File: src/hw/rtl/xorshift128_ranged_random_core_assert.svh
// Assertion macros shared by the ranged xorshift128 core RTL.
// Clock and active-low reset are passed in; no other dependencies.
`ifndef XORSHIFT128_RANGED_RANDOM_CORE_ASSERT_SVH
`define XORSHIFT128_RANGED_RANDOM_CORE_ASSERT_SVH
`ifndef SYNTHESIS
`define XSR_ASSERT(lbl, clk, rst_n, prop, msg) \
	lbl: assert property (@(posedge clk) disable iff (!rst_n) (prop)) else $error(msg);
`define XSR_ASSERT_IMPL(lbl, clk, rst_n, ante, cons, msg) \
	lbl: assert property (@(posedge clk) disable iff (!rst_n) (ante) |-> (cons)) \
		else $error(msg);
`else
`define XSR_ASSERT(lbl, clk, rst_n, prop, msg)
`define XSR_ASSERT_IMPL(lbl, clk, rst_n, ante, cons, msg)
`endif
`endif

File: src/hw/rtl/xsr_pkg.sv
// Types, constants and the xorshift128 step function for the ranged core.
// No dependencies; used by xsr_ctrl, xsr_datapath and the top level.
package xsr_pkg;

	localparam int WORD_W = 32;
	localparam int IDX_W  = 2;

	localparam logic [WORD_W-1:0] SEED_A_RST = 32'd123456789;
	localparam logic [WORD_W-1:0] SEED_B_RST = 32'd362436069;
	localparam logic [WORD_W-1:0] SEED_C_RST = 32'd521288629;
	localparam logic [WORD_W-1:0] SEED_D_RST = 32'd88675123;

	localparam logic [IDX_W-1:0] REG_SEED_A = 2'd0;
	localparam logic [IDX_W-1:0] REG_SEED_B = 2'd1;
	localparam logic [IDX_W-1:0] REG_SEED_C = 2'd2;
	localparam logic [IDX_W-1:0] REG_SEED_D = 2'd3;

	localparam logic REQ_DRAW   = 1'b0;
	localparam logic REQ_RESEED = 1'b1;

	localparam int SHL_D = 11;
	localparam int SHR_T = 8;
	localparam int SHR_A = 19;

	typedef enum logic [2:0] {
		S_IDLE,
		S_DECIDE,
		S_WARM,
		S_LOAD,
		S_DIV,
		S_FIN
	} state_t;

	typedef enum logic [1:0] {
		RES_HIGH,
		RES_RAW,
		RES_MOD,
		RES_ZERO
	} res_sel_t;

	typedef struct packed {
		logic     load_req;
		logic     seed;
		logic     step;
		logic     div_start;
		logic     div_step;
		logic     res_load;
		res_sel_t res_sel;
	} cmd_t;

	typedef struct packed {
		logic req_type;
		logic lo_ge_hi;
		logic width_zero;
	} sts_t;

	// New newest word from the newest (a) and oldest (d) state words.
	function automatic logic [WORD_W-1:0] xs_next(input logic [WORD_W-1:0] a,
			input logic [WORD_W-1:0] d);
		logic [WORD_W-1:0] t;
		t = d ^ (d << SHL_D);
		t = t ^ (t >> SHR_T);
		return t ^ a ^ (a >> SHR_A);
	endfunction

endpackage

File: src/hw/rtl/xsr_datapath.sv
// Datapath: seed registers, generator state, request capture,
// bit-serial remainder unit and result register. Uses xsr_pkg.
`include "xorshift128_ranged_random_core_assert.svh"
module xsr_datapath (
	input  logic                       clk,
	input  logic                       arst_n,
	input  logic                       cfg_we,
	input  logic [xsr_pkg::IDX_W-1:0]  cfg_index,
	input  logic [xsr_pkg::WORD_W-1:0] cfg_wdata,
	input  logic                       in_type,
	input  logic [xsr_pkg::WORD_W-1:0] in_low,
	input  logic [xsr_pkg::WORD_W-1:0] in_high,
	input  xsr_pkg::cmd_t              cmd,
	output xsr_pkg::sts_t              sts,
	output logic [xsr_pkg::WORD_W-1:0] value
);

	logic [xsr_pkg::WORD_W-1:0] seed_a_q, seed_b_q, seed_c_q, seed_d_q;
	logic [xsr_pkg::WORD_W-1:0] gen_a_q, gen_b_q, gen_c_q, gen_d_q;
	logic                       type_q;
	logic [xsr_pkg::WORD_W-1:0] lo_q, hi_q, width_q;
	logic [xsr_pkg::WORD_W-1:0] rem_q, dvd_q, value_q;
	logic [xsr_pkg::WORD_W:0]   trial;
	logic [xsr_pkg::WORD_W:0]   trial_sub;

	always_ff @(posedge clk or negedge arst_n) begin
		if (!arst_n) begin
			seed_a_q <= xsr_pkg::SEED_A_RST;
			seed_b_q <= xsr_pkg::SEED_B_RST;
			seed_c_q <= xsr_pkg::SEED_C_RST;
			seed_d_q <= xsr_pkg::SEED_D_RST;
		end else if (cfg_we) begin
			unique case (cfg_index)
				xsr_pkg::REG_SEED_A: seed_a_q <= cfg_wdata;
				xsr_pkg::REG_SEED_B: seed_b_q <= cfg_wdata;
				xsr_pkg::REG_SEED_C: seed_c_q <= cfg_wdata;
				xsr_pkg::REG_SEED_D: seed_d_q <= cfg_wdata;
			endcase
		end
	end

	always_ff @(posedge clk or negedge arst_n) begin
		if (!arst_n) begin
			gen_a_q <= xsr_pkg::SEED_A_RST;
			gen_b_q <= xsr_pkg::SEED_B_RST;
			gen_c_q <= xsr_pkg::SEED_C_RST;
			gen_d_q <= xsr_pkg::SEED_D_RST;
		end else if (cmd.seed) begin
			gen_a_q <= seed_a_q;
			gen_b_q <= seed_b_q;
			gen_c_q <= seed_c_q;
			gen_d_q <= seed_d_q;
		end else if (cmd.step) begin
			gen_a_q <= xsr_pkg::xs_next(gen_a_q, gen_d_q);
			gen_b_q <= gen_a_q;
			gen_c_q <= gen_b_q;
			gen_d_q <= gen_c_q;
		end
	end

	always_ff @(posedge clk) begin
		if (cmd.load_req) begin
			type_q <= in_type;
			lo_q   <= in_low;
			hi_q   <= in_high;
		end
	end

	// Restoring remainder, one dividend bit per beat of the unit
	assign trial     = {rem_q, dvd_q[xsr_pkg::WORD_W-1]};
	assign trial_sub = trial - {1'b0, width_q};

	always_ff @(posedge clk) begin
		if (cmd.div_start) begin
			width_q <= hi_q - lo_q + xsr_pkg::WORD_W'(1);
			rem_q   <= '0;
			dvd_q   <= gen_a_q;
		end else if (cmd.div_step) begin
			rem_q <= trial_sub[xsr_pkg::WORD_W] ? trial[xsr_pkg::WORD_W-1:0]
			                                    : trial_sub[xsr_pkg::WORD_W-1:0];
			dvd_q <= {dvd_q[xsr_pkg::WORD_W-2:0], 1'b0};
		end
	end

	always_ff @(posedge clk) begin
		if (cmd.res_load) begin
			unique case (cmd.res_sel)
				xsr_pkg::RES_HIGH: value_q <= hi_q;
				xsr_pkg::RES_RAW:  value_q <= gen_a_q;
				xsr_pkg::RES_MOD:  value_q <= lo_q + rem_q;
				xsr_pkg::RES_ZERO: value_q <= '0;
			endcase
		end
	end

	assign sts.req_type   = type_q;
	assign sts.lo_ge_hi   = (lo_q >= hi_q);
	assign sts.width_zero = (lo_q == '0) && (hi_q == '1);
	assign value          = value_q;

	`XSR_ASSERT_IMPL(a_rem_below_width, clk, arst_n, $past(cmd.div_step), rem_q < width_q, "remainder not below range width")

endmodule

File: src/hw/rtl/xsr_ctrl.sv
// Controller: request sequencing, warm-up and division step counters,
// output valid. Uses xsr_pkg and the assertion macro header.
`include "xorshift128_ranged_random_core_assert.svh"
module xsr_ctrl #(
	parameter int WARMUP_STEPS = 5000
) (
	input  logic          clk,
	input  logic          arst_n,
	input  logic          in_valid,
	output logic          in_ready,
	output logic          out_valid,
	input  logic          out_ready,
	input  xsr_pkg::sts_t sts,
	output xsr_pkg::cmd_t cmd
);

	localparam int CNT_W = (WARMUP_STEPS > 0) ? $clog2(WARMUP_STEPS + 1) : 1;
	localparam int DIV_W = $clog2(xsr_pkg::WORD_W);

	xsr_pkg::state_t   state_q, state_d;
	xsr_pkg::res_sel_t res_sel_q, res_sel_d;
	logic [CNT_W-1:0]  warm_cnt_q;
	logic [DIV_W-1:0]  div_cnt_q;
	logic              out_valid_q;
	logic              out_free;

	assign out_free = !out_valid_q || out_ready;

	always_comb begin
		state_d   = state_q;
		res_sel_d = res_sel_q;
		unique case (state_q)
			xsr_pkg::S_IDLE: begin
				if (in_valid) state_d = xsr_pkg::S_DECIDE;
			end
			xsr_pkg::S_DECIDE: begin
				if (sts.req_type == xsr_pkg::REQ_RESEED) begin
					state_d = xsr_pkg::S_WARM;
				end else if (sts.lo_ge_hi) begin
					state_d   = xsr_pkg::S_FIN;
					res_sel_d = xsr_pkg::RES_HIGH;
				end else begin
					state_d = xsr_pkg::S_LOAD;
				end
			end
			xsr_pkg::S_WARM: begin
				if (warm_cnt_q == '0) begin
					state_d   = xsr_pkg::S_FIN;
					res_sel_d = xsr_pkg::RES_ZERO;
				end
			end
			xsr_pkg::S_LOAD: begin
				if (sts.width_zero) begin
					state_d   = xsr_pkg::S_FIN;
					res_sel_d = xsr_pkg::RES_RAW;
				end else begin
					state_d = xsr_pkg::S_DIV;
				end
			end
			xsr_pkg::S_DIV: begin
				if (div_cnt_q == '1) begin
					state_d   = xsr_pkg::S_FIN;
					res_sel_d = xsr_pkg::RES_MOD;
				end
			end
			xsr_pkg::S_FIN: begin
				if (out_free) state_d = xsr_pkg::S_IDLE;
			end
			default: state_d = xsr_pkg::S_IDLE;
		endcase
	end

	always_comb begin
		cmd         = '0;
		cmd.res_sel = res_sel_q;
		in_ready    = 1'b0;
		unique case (state_q)
			xsr_pkg::S_IDLE: begin
				in_ready     = 1'b1;
				cmd.load_req = in_valid;
			end
			xsr_pkg::S_DECIDE: begin
				cmd.seed = (sts.req_type == xsr_pkg::REQ_RESEED);
				cmd.step = (sts.req_type == xsr_pkg::REQ_DRAW) && !sts.lo_ge_hi;
			end
			xsr_pkg::S_WARM: cmd.step      = (warm_cnt_q != '0);
			xsr_pkg::S_LOAD: cmd.div_start = !sts.width_zero;
			xsr_pkg::S_DIV:  cmd.div_step  = 1'b1;
			xsr_pkg::S_FIN:  cmd.res_load  = out_free;
			default: ;
		endcase
	end

	always_ff @(posedge clk or negedge arst_n) begin
		if (!arst_n) begin
			state_q     <= xsr_pkg::S_IDLE;
			res_sel_q   <= xsr_pkg::RES_ZERO;
			warm_cnt_q  <= '0;
			div_cnt_q   <= '0;
			out_valid_q <= 1'b0;
		end else begin
			state_q   <= state_d;
			res_sel_q <= res_sel_d;
			if (state_q == xsr_pkg::S_DECIDE) begin
				warm_cnt_q <= CNT_W'(WARMUP_STEPS);
			end else if (cmd.step && state_q == xsr_pkg::S_WARM) begin
				warm_cnt_q <= warm_cnt_q - CNT_W'(1);
			end
			if (cmd.div_start) begin
				div_cnt_q <= '0;
			end else if (cmd.div_step) begin
				div_cnt_q <= div_cnt_q + DIV_W'(1);
			end
			if (cmd.res_load) begin
				out_valid_q <= 1'b1;
			end else if (out_ready) begin
				out_valid_q <= 1'b0;
			end
		end
	end

	assign out_valid = out_valid_q;

	`XSR_ASSERT_IMPL(a_load_when_free, clk, arst_n, cmd.res_load, !out_valid_q || out_ready, "result overwrote an untaken beat")
	`XSR_ASSERT_IMPL(a_accept_decide, clk, arst_n, in_valid && in_ready, ##1 state_q == xsr_pkg::S_DECIDE, "accepted beat not decoded")
	`XSR_ASSERT_IMPL(a_div_full_count, clk, arst_n, state_q == xsr_pkg::S_FIN && $past(state_q) == xsr_pkg::S_DIV, $past(div_cnt_q) == '1, "remainder left before all steps")

endmodule

File: src/hw/rtl/xorshift128_ranged_random_core.sv
// Top level of the ranged xorshift128 random number core.
// Instantiates xsr_ctrl and xsr_datapath; uses xsr_pkg.
//
//  channel  | signals                         | payload
//  ---------+---------------------------------+------------------------------------
//  request  | s_axis_tvalid/tready/tdata/tuser| tdata: range_low, range_high; tuser: req_type
//  result   | m_axis_tvalid/tready/tdata      | tdata: value
//  config   | cfg_we, cfg_index, cfg_wdata    | seed words a..d at index 0..3
//
// One request at a time. A draw over a proper, non-full range runs the 32-step
// bit-serial remainder unit between accept and the next ready. Full-range draws
// return the raw word, low >= high returns range_high, reseeds run WARMUP_STEPS warm-up steps.
// Reset loads the default seeds into both the seed registers and the state.
// A result waits in the output register; the core finishes the next request
// up to its last step while that beat stays untaken.
module xorshift128_ranged_random_core #(
	parameter int WARMUP_STEPS = 5000
) (
	input  logic                       clk,
	input  logic                       arst_n,
	input  logic                       s_axis_tvalid,
	output logic                       s_axis_tready,
	input  logic [63:0]                s_axis_tdata,  // [31:0] range_low, [63:32] range_high
	input  logic                       s_axis_tuser,  // [0] req_type
	output logic                       m_axis_tvalid,
	input  logic                       m_axis_tready,
	output logic [xsr_pkg::WORD_W-1:0] m_axis_tdata,  // [31:0] value
	input  logic                       cfg_we,
	input  logic [xsr_pkg::IDX_W-1:0]  cfg_index,
	input  logic [xsr_pkg::WORD_W-1:0] cfg_wdata
);

	xsr_pkg::cmd_t cmd;
	xsr_pkg::sts_t sts;

	xsr_ctrl #(
		.WARMUP_STEPS(WARMUP_STEPS)
	) u_ctrl (
		.clk       (clk),
		.arst_n    (arst_n),
		.in_valid  (s_axis_tvalid),
		.in_ready  (s_axis_tready),
		.out_valid (m_axis_tvalid),
		.out_ready (m_axis_tready),
		.sts       (sts),
		.cmd       (cmd)
	);

	xsr_datapath u_datapath (
		.clk       (clk),
		.arst_n    (arst_n),
		.cfg_we    (cfg_we),
		.cfg_index (cfg_index),
		.cfg_wdata (cfg_wdata),
		.in_type   (s_axis_tuser),
		.in_low    (s_axis_tdata[31:0]),
		.in_high   (s_axis_tdata[63:32]),
		.cmd       (cmd),
		.sts       (sts),
		.value     (m_axis_tdata)
	);

endmodule
File: config.mk
export PLATFORM = sky130hd
export DESIGN_NAME = xorshift128_ranged_random_core
export DESIGN_NICKNAME = d
export VERILOG_FILES = /design/src/hw/rtl/xsr_pkg.sv /design/src/hw/rtl/xsr_datapath.sv /design/src/hw/rtl/xsr_ctrl.sv /design/src/hw/rtl/xorshift128_ranged_random_core.sv
export VERILOG_INCLUDE_DIRS = /design/src /design/src/hw/rtl
export SDC_FILE = /design/constraint.sdc
export NUM_CORES = 1
export LEC_CHECK = 0
export BUFFER_PORTS_ARGS = -buffer_cell sky130_fd_sc_hd__buf_2
export CORE_ASPECT_RATIO = 0.8
export CORE_MARGIN = 2
export CORE_UTILIZATION = 56
export DETAILED_ROUTE_END_ITERATION = 10
export GPL_TIMING_DRIVEN = 0
export PLACE_DENSITY = 0.75
export SLEW_MARGIN = 20
export SYNTH_ARGS = -nofsm -noshare
export SYNTH_HDL_FRONTEND = slang
export SYNTH_SLANG_ARGS = --single-unit
File: constraint.sdc
create_clock -name clk -period 3.5 [get_ports clk]
set_input_delay 0.35 -clock clk [delete_from_list [all_inputs] [get_ports clk]]
set_output_delay 0.35 -clock clk [all_outputs]
set_load 0.01 [all_outputs]
==> results of run 1 <==
[logic make-up after synthesis]
kind of cell               Yosys count  synth area share, %
DFF                                473                49.09
buffers and inverters              230                3.757
xor gates and xnor gates           164                5.652
muxes                              225                9.531
adders and majority gates          162                7.990
AOI/OAI and AO/OA                  544                13.49
and+or+nand+nor                    619                10.50
[cells in the final DEF, fill, tap and decap left out, types with 68 or more instances in the layout]
cell | synthesis | layout
sky130_fd_sc_hd__a21oi_1 | 136 | 120
sky130_fd_sc_hd__a31oi_1 | 104 | 102
sky130_fd_sc_hd__buf_2 | 17 | 142
sky130_fd_sc_hd__buf_4 | 10 | 89
sky130_fd_sc_hd__clkbuf_1 | 66 | 82
sky130_fd_sc_hd__dfrtp_1 | 156 | 156
sky130_fd_sc_hd__dfstp_2 | 124 | 124
sky130_fd_sc_hd__dlygate4sd3_1 | 0 | 68
sky130_fd_sc_hd__edfxtp_1 | 161 | 161
sky130_fd_sc_hd__ha_1 | 158 | 143
sky130_fd_sc_hd__inv_1 | 121 | 114
sky130_fd_sc_hd__mux2_2 | 159 | 159
sky130_fd_sc_hd__nand2_1 | 317 | 316
sky130_fd_sc_hd__nor2_1 | 152 | 150
sky130_fd_sc_hd__xnor2_1 | 117 | 117
[critical path, stage by stage, from the launching register on]
cell and delay, ns:
sky130_fd_sc_hd__edfxtp_1 0.48, sky130_fd_sc_hd__inv_2 0.12, sky130_fd_sc_hd__ha_4 0.21, sky130_fd_sc_hd__ha_4 0.21, sky130_fd_sc_hd__a21o_1 0.19, sky130_fd_sc_hd__a21o_1 0.17
sky130_fd_sc_hd__a21o_1 0.16, sky130_fd_sc_hd__a221o_1 0.42, sky130_fd_sc_hd__o31a_1 0.32, sky130_fd_sc_hd__a22oi_2 0.25, sky130_fd_sc_hd__a21oi_4 0.12, sky130_fd_sc_hd__o41ai_4 0.22
sky130_fd_sc_hd__buf_4 0.19, sky130_fd_sc_hd__o21bai_4 0.06, sky130_fd_sc_hd__a21oi_2 0.17, sky130_fd_sc_hd__xnor2_1 0.09
[power groups by stage]
stage,clock network [W],logic [W],registers [W]
3_5_place_dp,0,0.0103,0.00980
3_3_place_gp,0,0.00988,0.00978
2_1_floorplan,0,0.00751,0.00899
5_1_grt,0.00555,0.0126,0.00988
6_report,0.00528,0.0116,0.00979
4_1_cts,0.00533,0.0109,0.00969
[repair_timing]
item / 4_1_cts / 5_1_grt
hold endpoints to repair: 116 / 0
resized for setup: 84 / 68
hold buffers: 68 / 0
pin swaps: 30 / 54
endpoints found under the setup margin: 282 / 218
buffers inserted: 51 / 36
gates cloned: 2 / 2
[cell type report]
type | instances | share of cell area (%)
Buffer | 106 | 1.875
Sequential cell | 473 | 40.74
Clock inverter | 17 | 0.7259
Tap cell | 612 | 2.468
Multi-Input combinational cell | 1714 | 40.95
Timing Repair inverter | 1 | 0.02420
Timing Repair Buffer | 298 | 7.319
Inverter | 122 | 1.496
Clock buffer | 73 | 4.404
[routing by layer]
metal | track usage, % | vias to the layer above | wire length, um
met5 | 0 | - | 12
met4 | 10.93 | 2 | 2486
met3 | 10.25 | 164 | 9230
met2 | 48.25 | 1032 | 34110
met1 | 47.39 | 10220 | 34460
li1 | - | 9339 | -
[registers in the layout (all words and copies together), names as in the netlist]
name and flops:
u_datapath.seed_d_q 32, u_datapath.gen_b_q 32, u_datapath.gen_c_q 32, u_datapath.lo_q 32
u_ctrl.warm_cnt_q 13, u_datapath.dvd_q 32, u_datapath.rem_q 32, u_datapath.value 32
u_datapath.seed_a_q 32, u_datapath.hi_q 32, u_datapath.seed_c_q 32, u_ctrl.out_valid 1
u_ctrl.res_sel_q 2, u_datapath.gen_d_q 32, u_datapath.type_q 1, u_ctrl.div_cnt_q 5
u_datapath.seed_b_q 32, u_ctrl.state_q 3, u_datapath.width_q 32, u_datapath.gen_a_q 32
[path summary, 6_finish.rpt]
kind                                                    start                                   to  slack, ns  cells past startpoint
min reg2reg                u_datapath.seed_c_q[9]$_DFFE_PN1P_    u_datapath.gen_c_q[9]$_DFFE_PN1P_       0.48                      2
max                              u_datapath.hi_q[8]$_DFFE_PP_     u_datapath.width_q[29]$_DFFE_PP_      -0.13                     15
min in group asynchronous                              arst_n  u_datapath.seed_c_q[22]$_DFFE_PN0P_       0.31                      2
max in group asynchronous                              arst_n   u_datapath.seed_b_q[7]$_DFFE_PN1P_       1.66                      5
max reg2reg                      u_datapath.hi_q[8]$_DFFE_PP_     u_datapath.width_q[29]$_DFFE_PP_      -0.13                     15
min                                             cfg_wdata[27]  u_datapath.seed_b_q[27]$_DFFE_PN0P_       0.03                      2
[per-stage QoR]
stage	total power [W]	setup TNS, ns	setup WS [ns]	std cells
6_report	0.02663	-0.3860	-0.1333	3416
5_1_grt	0.02804	-3.365	-0.2053	3416
3_3_place_gp	0.01966	-740.25	-2.801	3166
4_1_cts	0.02592	-0.3055	-0.1684	3382
3_5_place_dp	0.02007	-119.96	-1.433	3172
2_1_floorplan	0.01650	0	0.02742	2417
==> implementation parameters, run 1 <==
Parameter                              Value

Outcome
  Run status ... finished, violations left
  Failing checks ... setup timing

Placement
  Port Buf Inserts ... between 100 and 150
  Cell area after placement ... 27,390 um2
  Post-DP HPWL ... between 50,000 and 60,000 um
  RePlAce Congestion ... approximately 0.97

Setup path
  Critical path class ... reg -> reg
  Data arrival time of the critical path ... ~4.0 ns
  Maximum fanout encountered on the critical timing path ... 3
  Sort of element at the start of the critical path ... flip-flop
  Data required time at the worst endpoint ... approximately 3.8 ns
  Endpoint kind of the worst setup timing path ... flip-flop

STA
  Final Critical Period ... between 3 and 4 ns
  Post-route clock period utilization ... 103.8%
  Setup slack after layout ... -0.1333 ns
  Number of hold violations in the final report ... 0
  Slew at the pin closest to its max-slew limit ... 1.097 ns
  Final slew viol count ... 0
  Unrepaired setup endpoints after global routing ... true
  Slew Limit Headroom ... ~27%
  Worst slack on hold paths ... 0.02916 ns
  Timing-limited maximum frequency ... 0.2752 GHz
  Final setup vio count ... 9
  Clock skew after layout ... 0.02086 ns

Floorplan
  Vertical die dimension ... ~200 um
  Floorplan die width ... 243.7 um
  Standard-cell rows ... 70
  Top-Level Pins ... 138
  Initial standard-cell utilization of the core ... about 57%
  Placeable core region ... around 46,000 um2
  Die area ... 47,710 um2

Pwr
  Share of total power in the clock network ... about a fifth
  Sequential Power Share ... a little under two fifths
  Switching part of the total power ... between 40% and 50%
  Leak Pwr ... ~13 nW
  Portion of total power attributed to combinational logic ... between 40% and 50%
  Total internal power ... between 0.015 and 0.02 W
  Peak supply drop ... slightly below 0.6 mV
  Net switching power figure ... 0.01080 W
  Pwr/cell area ... around 860 nW/um2

Clock tree
  Maximum level of the CTS H-tree ... 2
  Number of buffers between clock root and the deepest sink ... 3
  Clock tree from TritonCTS ... yes
  Number of buffers created by CTS ... 48
  Cell at the root of the clock tree ... sky130_fd_sc_hd__clkbuf_16
  Number of sinks handled by clock tree synthesis ... 473
  Clock transition at the registers of the reported paths ... roughly 0.060 ns
  Clock insertion delay at the later pin of the skew report ... roughly 0.61 ns

Synth
  Post-synth top area cell ... sky130_fd_sc_hd__edfxtp_1
  Mean post-synth cell area ... ~11 um2
  Most frequent cells after synthesis ... sky130_fd_sc_hd__nand2_1 (317), sky130_fd_sc_hd__edfxtp_1 (161), sky130_fd_sc_hd__mux2_2 (159), sky130_fd_sc_hd__ha_1 (158), sky130_fd_sc_hd__dfrtp_1 (156)
  Proportion of register bits with asynchronous set or reset after synthesis ... between 50% and 60%
  Cell count after synthesis ... 2,417
  Portion of the post-synthesis area used by sequential elements ... approximately half
  Register bit count reported by yosys ... about 470
  Main area contributors after synthesis ... sky130_fd_sc_hd__edfxtp_1 (19%), sky130_fd_sc_hd__dfrtp_1 (15%), sky130_fd_sc_hd__dfstp_2 (13%)
  Number of warning messages in the yosys log ... 0
  Post-synth top flop ... sky130_fd_sc_hd__edfxtp_1
  Area of the mapped netlist ... 25,740 um2
  Count of distinct cell types in the synthesized netlist ... 80
  Yosys top cell area share ... 18.78%
  Top-count cell post-synth ... sky130_fd_sc_hd__nand2_1
  Nets in the synthesized netlist ... between 2,000 and 3,000
  Number of enable flip-flop cells after synthesis ... between 150 and 200

Flow run
  Number of max-cap violations ... 0

Cells and area
  Area added between synthesis and finish ... 20.51%
  Count of fill cells added during filler insertion ... about 3,400
  Area taken by flip-flops and latches ... between 10,000 and 15,000 um2
  Core Util, Final ... around two thirds
  Area of the multi-input gates ... 12,700 um2
  Total Nets Final ... 3,030
  Layout cell share with drive strength beyond 1 ... about a quarter
  Final cell area excluding filler cells ... slightly above 30,000 um2
  Diode insertion count for antenna repair ... 0

Detailed routing
  Detailed-route vias per instance ... approximately 6.1
  Number of design-rule violations left by the first detailed-router iteration ... 1,909
  Wire per inst ... 23.51 um
  Detailed-routing iteration count for the pre-antenna-repair pass ... 5
  Sum of routed wire length over all layers ... about 80,000 um
  DR DRC count ... 0
  Number of nets with antenna violations after detailed routing ... 0
  Via count ... slightly above 20,000

Global route
  Overflow after GRT ... 0
  Antenna violations before repair ... 2
  Wire length of the first global-routing pass ... 120,700 um
  Via count of the first global-routing pass ... around 20,000
  Maximum number of pins on one net before global-route repair ... 85
  Total Routing Usage GR ... 33.21%

Min path
  Worst hold-check path type ... in -> reg
(Power assumes the default switching activity.)
==> run 2, diff against run 1 <==
CORE_MARGIN = 3   (was 2)
PLACE_DENSITY = 0.77   (was 0.75)
==> run 2 against run 1 <==
Net effect:
- the flow still finishes with violations (setup timing)
- non-clock buffer count decreased by 26
- via count up 0.68%
- clock power decreased by 3%
- sequential share of layout area grew 0.45 points
- count of clock-buffer cells in the layout is 7 lower
- die area rose by 1.9%
- highest routed layer unchanged
==> implementation parameters, run 2 (synthesis gave the netlist of run 1 again) <==
Parameter                              Value

Outcome
  Run status ... finished, violations left
  Failing checks ... setup timing

Flow run
  Number of max-cap violations ... 0 (unchanged)

Detailed routing
  Number of design-rule violations left by the first detailed-router iteration ... 2,146 (+12%)
  Wire per inst ... 23.78 um (+1.2%)
  Detailed-route vias per instance ... 6.188 (+1.8%)
  Via count ... 20,900 (+0.68%)
  Sum of routed wire length over all layers ... 80,310 um (about the same)
  Number of nets with antenna violations after detailed routing ... 0 (unchanged)
  Detailed-routing iteration count for the pre-antenna-repair pass ... 5 (unchanged)
  DR DRC count ... 0 (unchanged)

Min path
  Worst hold-check path type ... in -> reg

STA
  Final slew viol count ... 0 (unchanged)
  Number of hold violations in the final report ... 0 (unchanged)
  Slew at the pin closest to its max-slew limit ... 1.019 ns (-0.07812 ns)
  Post-route clock period utilization ... 106.6% (+2.8 points)
  Slew Limit Headroom ... 32.07% (+5.2 points)
  Clock skew after layout ... 0.01567 ns (-0.005196 ns)
  Unrepaired setup endpoints after global routing ... true
  Final Critical Period ... 3.733 ns (+0.09932 ns)
  Setup slack after layout ... -0.2326 ns (-0.09932 ns)
  Timing-limited maximum frequency ... 0.2679 GHz (-2.7%)
  Final setup vio count ... 36 (+27)

Setup path
  Data required time at the worst endpoint ... 3.85 ns (about the same)
  Beginning of the worst register-to-register path ... u_datapath.hi_q[8]$_DFFE_PP_
  Most repeated library cell on the critical path ... sky130_fd_sc_hd__a21o_1
  Endpoint kind of the worst setup timing path ... flip-flop
  Critical-path top delay cell ... sky130_fd_sc_hd__edfxtp_1
  Cells traversed along the worst timing path ... inv_2 > ha_4 > ha_4 > a21o_1 > a21o_1 > a21o_1 > a221o_1 > o31a_1 > a22oi_2 > a21oi_2 > o41ai_2 > buf_4 > o21bai_4 > a21oi_2 > xnor2_1
  Terminus of the critical flop-to-flop path ... u_datapath.width_q[29]$_DFFE_PP_
  Sort of element at the start of the critical path ... flip-flop
  Data arrival time of the critical path ... 4.08 ns (+0.11 ns)
  Maximum fanout encountered on the critical timing path ... 2 (-1)
  Number of cells on the worst reg-to-reg path ... 15 (unchanged)
  CP startpoint ... u_datapath.hi_q[8]$_DFFE_PP_
  Worst setup slack for register-to-register paths ... -0.23 ns (-0.10 ns)
  Max incr delay on CP ... 0.48 ns (about the same)
  Critical path class ... reg -> reg
  CP Capture Point ... u_datapath.width_q[29]$_DFFE_PP_

Clock tree
  Maximum level of the CTS H-tree ... 2 (unchanged)
  Clock insertion delay at the later pin of the skew report ... 0.60 ns (about the same)
  Number of buffers created by CTS ... 46 (-4.2%)
  Clock transition at the registers of the reported paths ... 0.07 ns (about the same)
  Number of sinks handled by clock tree synthesis ... 473 (unchanged)
  Clock tree from TritonCTS ... yes
  Cell at the root of the clock tree ... sky130_fd_sc_hd__clkbuf_16
  Number of buffers between clock root and the deepest sink ... 3 (unchanged)

Floorplan
  Die area ... 48,600 um2 (+1.9%)
  Vertical die dimension ... 197.8 um (+1.0%)
  Floorplan die width ... 245.7 um (+0.82%)
  Top-Level Pins ... 138 (unchanged)
  Standard-cell rows ... 69 (-1.4%)
  Initial standard-cell utilization of the core ... 57.35% (+0.82 points)
  Placeable core region ... 44,890 um2 (-1.4%)

Placement
  RePlAce Congestion ... 0.9550 (-1.9%)
  Cell area after placement ... 27,340 um2 (-0.17%)
  Port Buf Inserts ... 137 (unchanged)
  Post-DP HPWL ... 57,330 um (-0.44%)

Cells and area
  Layout cell share with drive strength beyond 1 ... 24.91% (-1.0 points)
  Commonest non-fill, non-tap cells in the layout ... sky130_fd_sc_hd__nand2_1 (317), sky130_fd_sc_hd__edfxtp_1 (161), sky130_fd_sc_hd__mux2_2 (159)
  Diode insertion count for antenna repair ... 0 (unchanged)
  Area added between synthesis and finish ... 19.16%
  Count of fill cells added during filler insertion ... 3,324 (-2.0%)
  Final cell area excluding filler cells ... 30,680 um2 (-1.1%)
  Total Nets Final ... 3,002 (-0.92%)
  Most common cell after layout, fill and taps aside ... sky130_fd_sc_hd__nand2_1

Pwr
  Leak Pwr ... 13.12 nW (-0.99%)
  Final total power ... 0.02639 W (-0.90%)
  Peak supply drop ... 0.5679 mV (-4.6%)
  Pwr/cell area ... 860.2 nW/um2 (+0.22%)

Global route
  Maximum number of pins on one net before global-route repair ... 98 (+15%)
  Antenna violations before repair ... 1 (-1)
  Wire length of the first global-routing pass ... 119,400 um (-1.1%)
  Total Routing Usage GR ... 32.32% (-0.89 points)
  Overflow after GRT ... 0 (unchanged)
  Via count of the first global-routing pass ... 20,110 (-1.9%)
-- run 2: per-layer routing --
| layer | track usage, % | share of wire, % | vias up |
|---|---|---|---|
| met2 | 48.98 | 44 | 1034 |
| li1 | - | - | 9284 |
| met1 | 48.29 | 44 | 10440 |
| met3 | 5.727 | 10 | 139 |
| met5 | 0 | 0.016 | - |
| met4 | 8.481 | 2.5 | 2 |
-- run 2: repair_timing --
action,in CTS,in global routing
hold endpoints to repair,112,0
cloned,2,2
pin swaps,34,44
setup buffers,39,23
resized for setup,72,70
endpoints found under the setup margin,291,229
hold buffers,66,0
-- run 2: final cells by class --
class / instances / area (um2) / share of cell area (%)
Buffer: 107 / 604.3 / 1.970
Clock buffer: 66 / 1358 / 4.425
Clock inverter: 20 / 173.9 / 0.5669
Inverter: 122 / 461.7 / 1.505
Multi-Input combinational cell: 1714 / 12640 / 41.19
Sequential cell: 473 / 12640 / 41.19
Tap cell: 603 / 754.5 / 2.459
Timing Repair Buffer: 271 / 2046 / 6.668
Timing Repair inverter: 1 / 7.507 / 0.02447
-- run 2: metrics by stage --
stage                     setup slack [ns]  hold WS, ns  std cells  util, %  setup TNS [ns]
after floorplan                    0.02742      0.05441       2417        -               0
after global routing               -0.3379      0.03051       3377    68.34          -8.625
final                              -0.2326      0.04062       3377    68.34          -5.034
after CTS                          -0.3269      0.02016       3354    67.22          -1.006
after global placement              -2.761       0.4694       3157    60.55         -727.46
after detailed placement            -1.491       0.4057       3162    60.90         -116.33
-- run 2: worst min-delay path by stage --
stage | from | endpoint | slack, ns | cells past startpoint
CTS | cfg_wdata[30] | u_datapath.seed_b_q[30]$_DFFE_PN0P_ | 0.02 | 2
global route | cfg_wdata[26] | u_datapath.seed_c_q[26]$_DFFE_PN1P_ | 0.03 | 2
detailed placement | arst_n | u_datapath.seed_c_q[22]$_DFFE_PN0P_ | 0.41 | 1
global placement | u_datapath.seed_c_q[20]$_DFFE_PN1P_ | u_datapath.gen_c_q[20]$_DFFE_PN1P_ | 0.47 | 2
finish | cfg_wdata[26] | u_datapath.seed_c_q[26]$_DFFE_PN1P_ | 0.04 | 2
floorplan | arst_n | u_ctrl.div_cnt_q[0]$_DFFE_PN0P_ | 0.05 | 0
-- run 2: power breakdown --
part	internal [W]	total [W]	switching (W)
Combinational	0.00472	0.0115	0.00680
Sequential	0.00806	0.00976	0.00170
Clock	0.00286	0.00510	0.00224
Total	0.0156	0.0264	0.0107
-- run 2: critical path, delay by kind of cell, from the launching register on --
family                   cells  cell delay [ns]
adder cells (fa/ha/maj)      2             0.48
XOR/XNOR                     1             0.07
buffers and inverters        2             0.30
AO/OA/AOI/OAI               10             2.18
flip-flops                   1             0.48
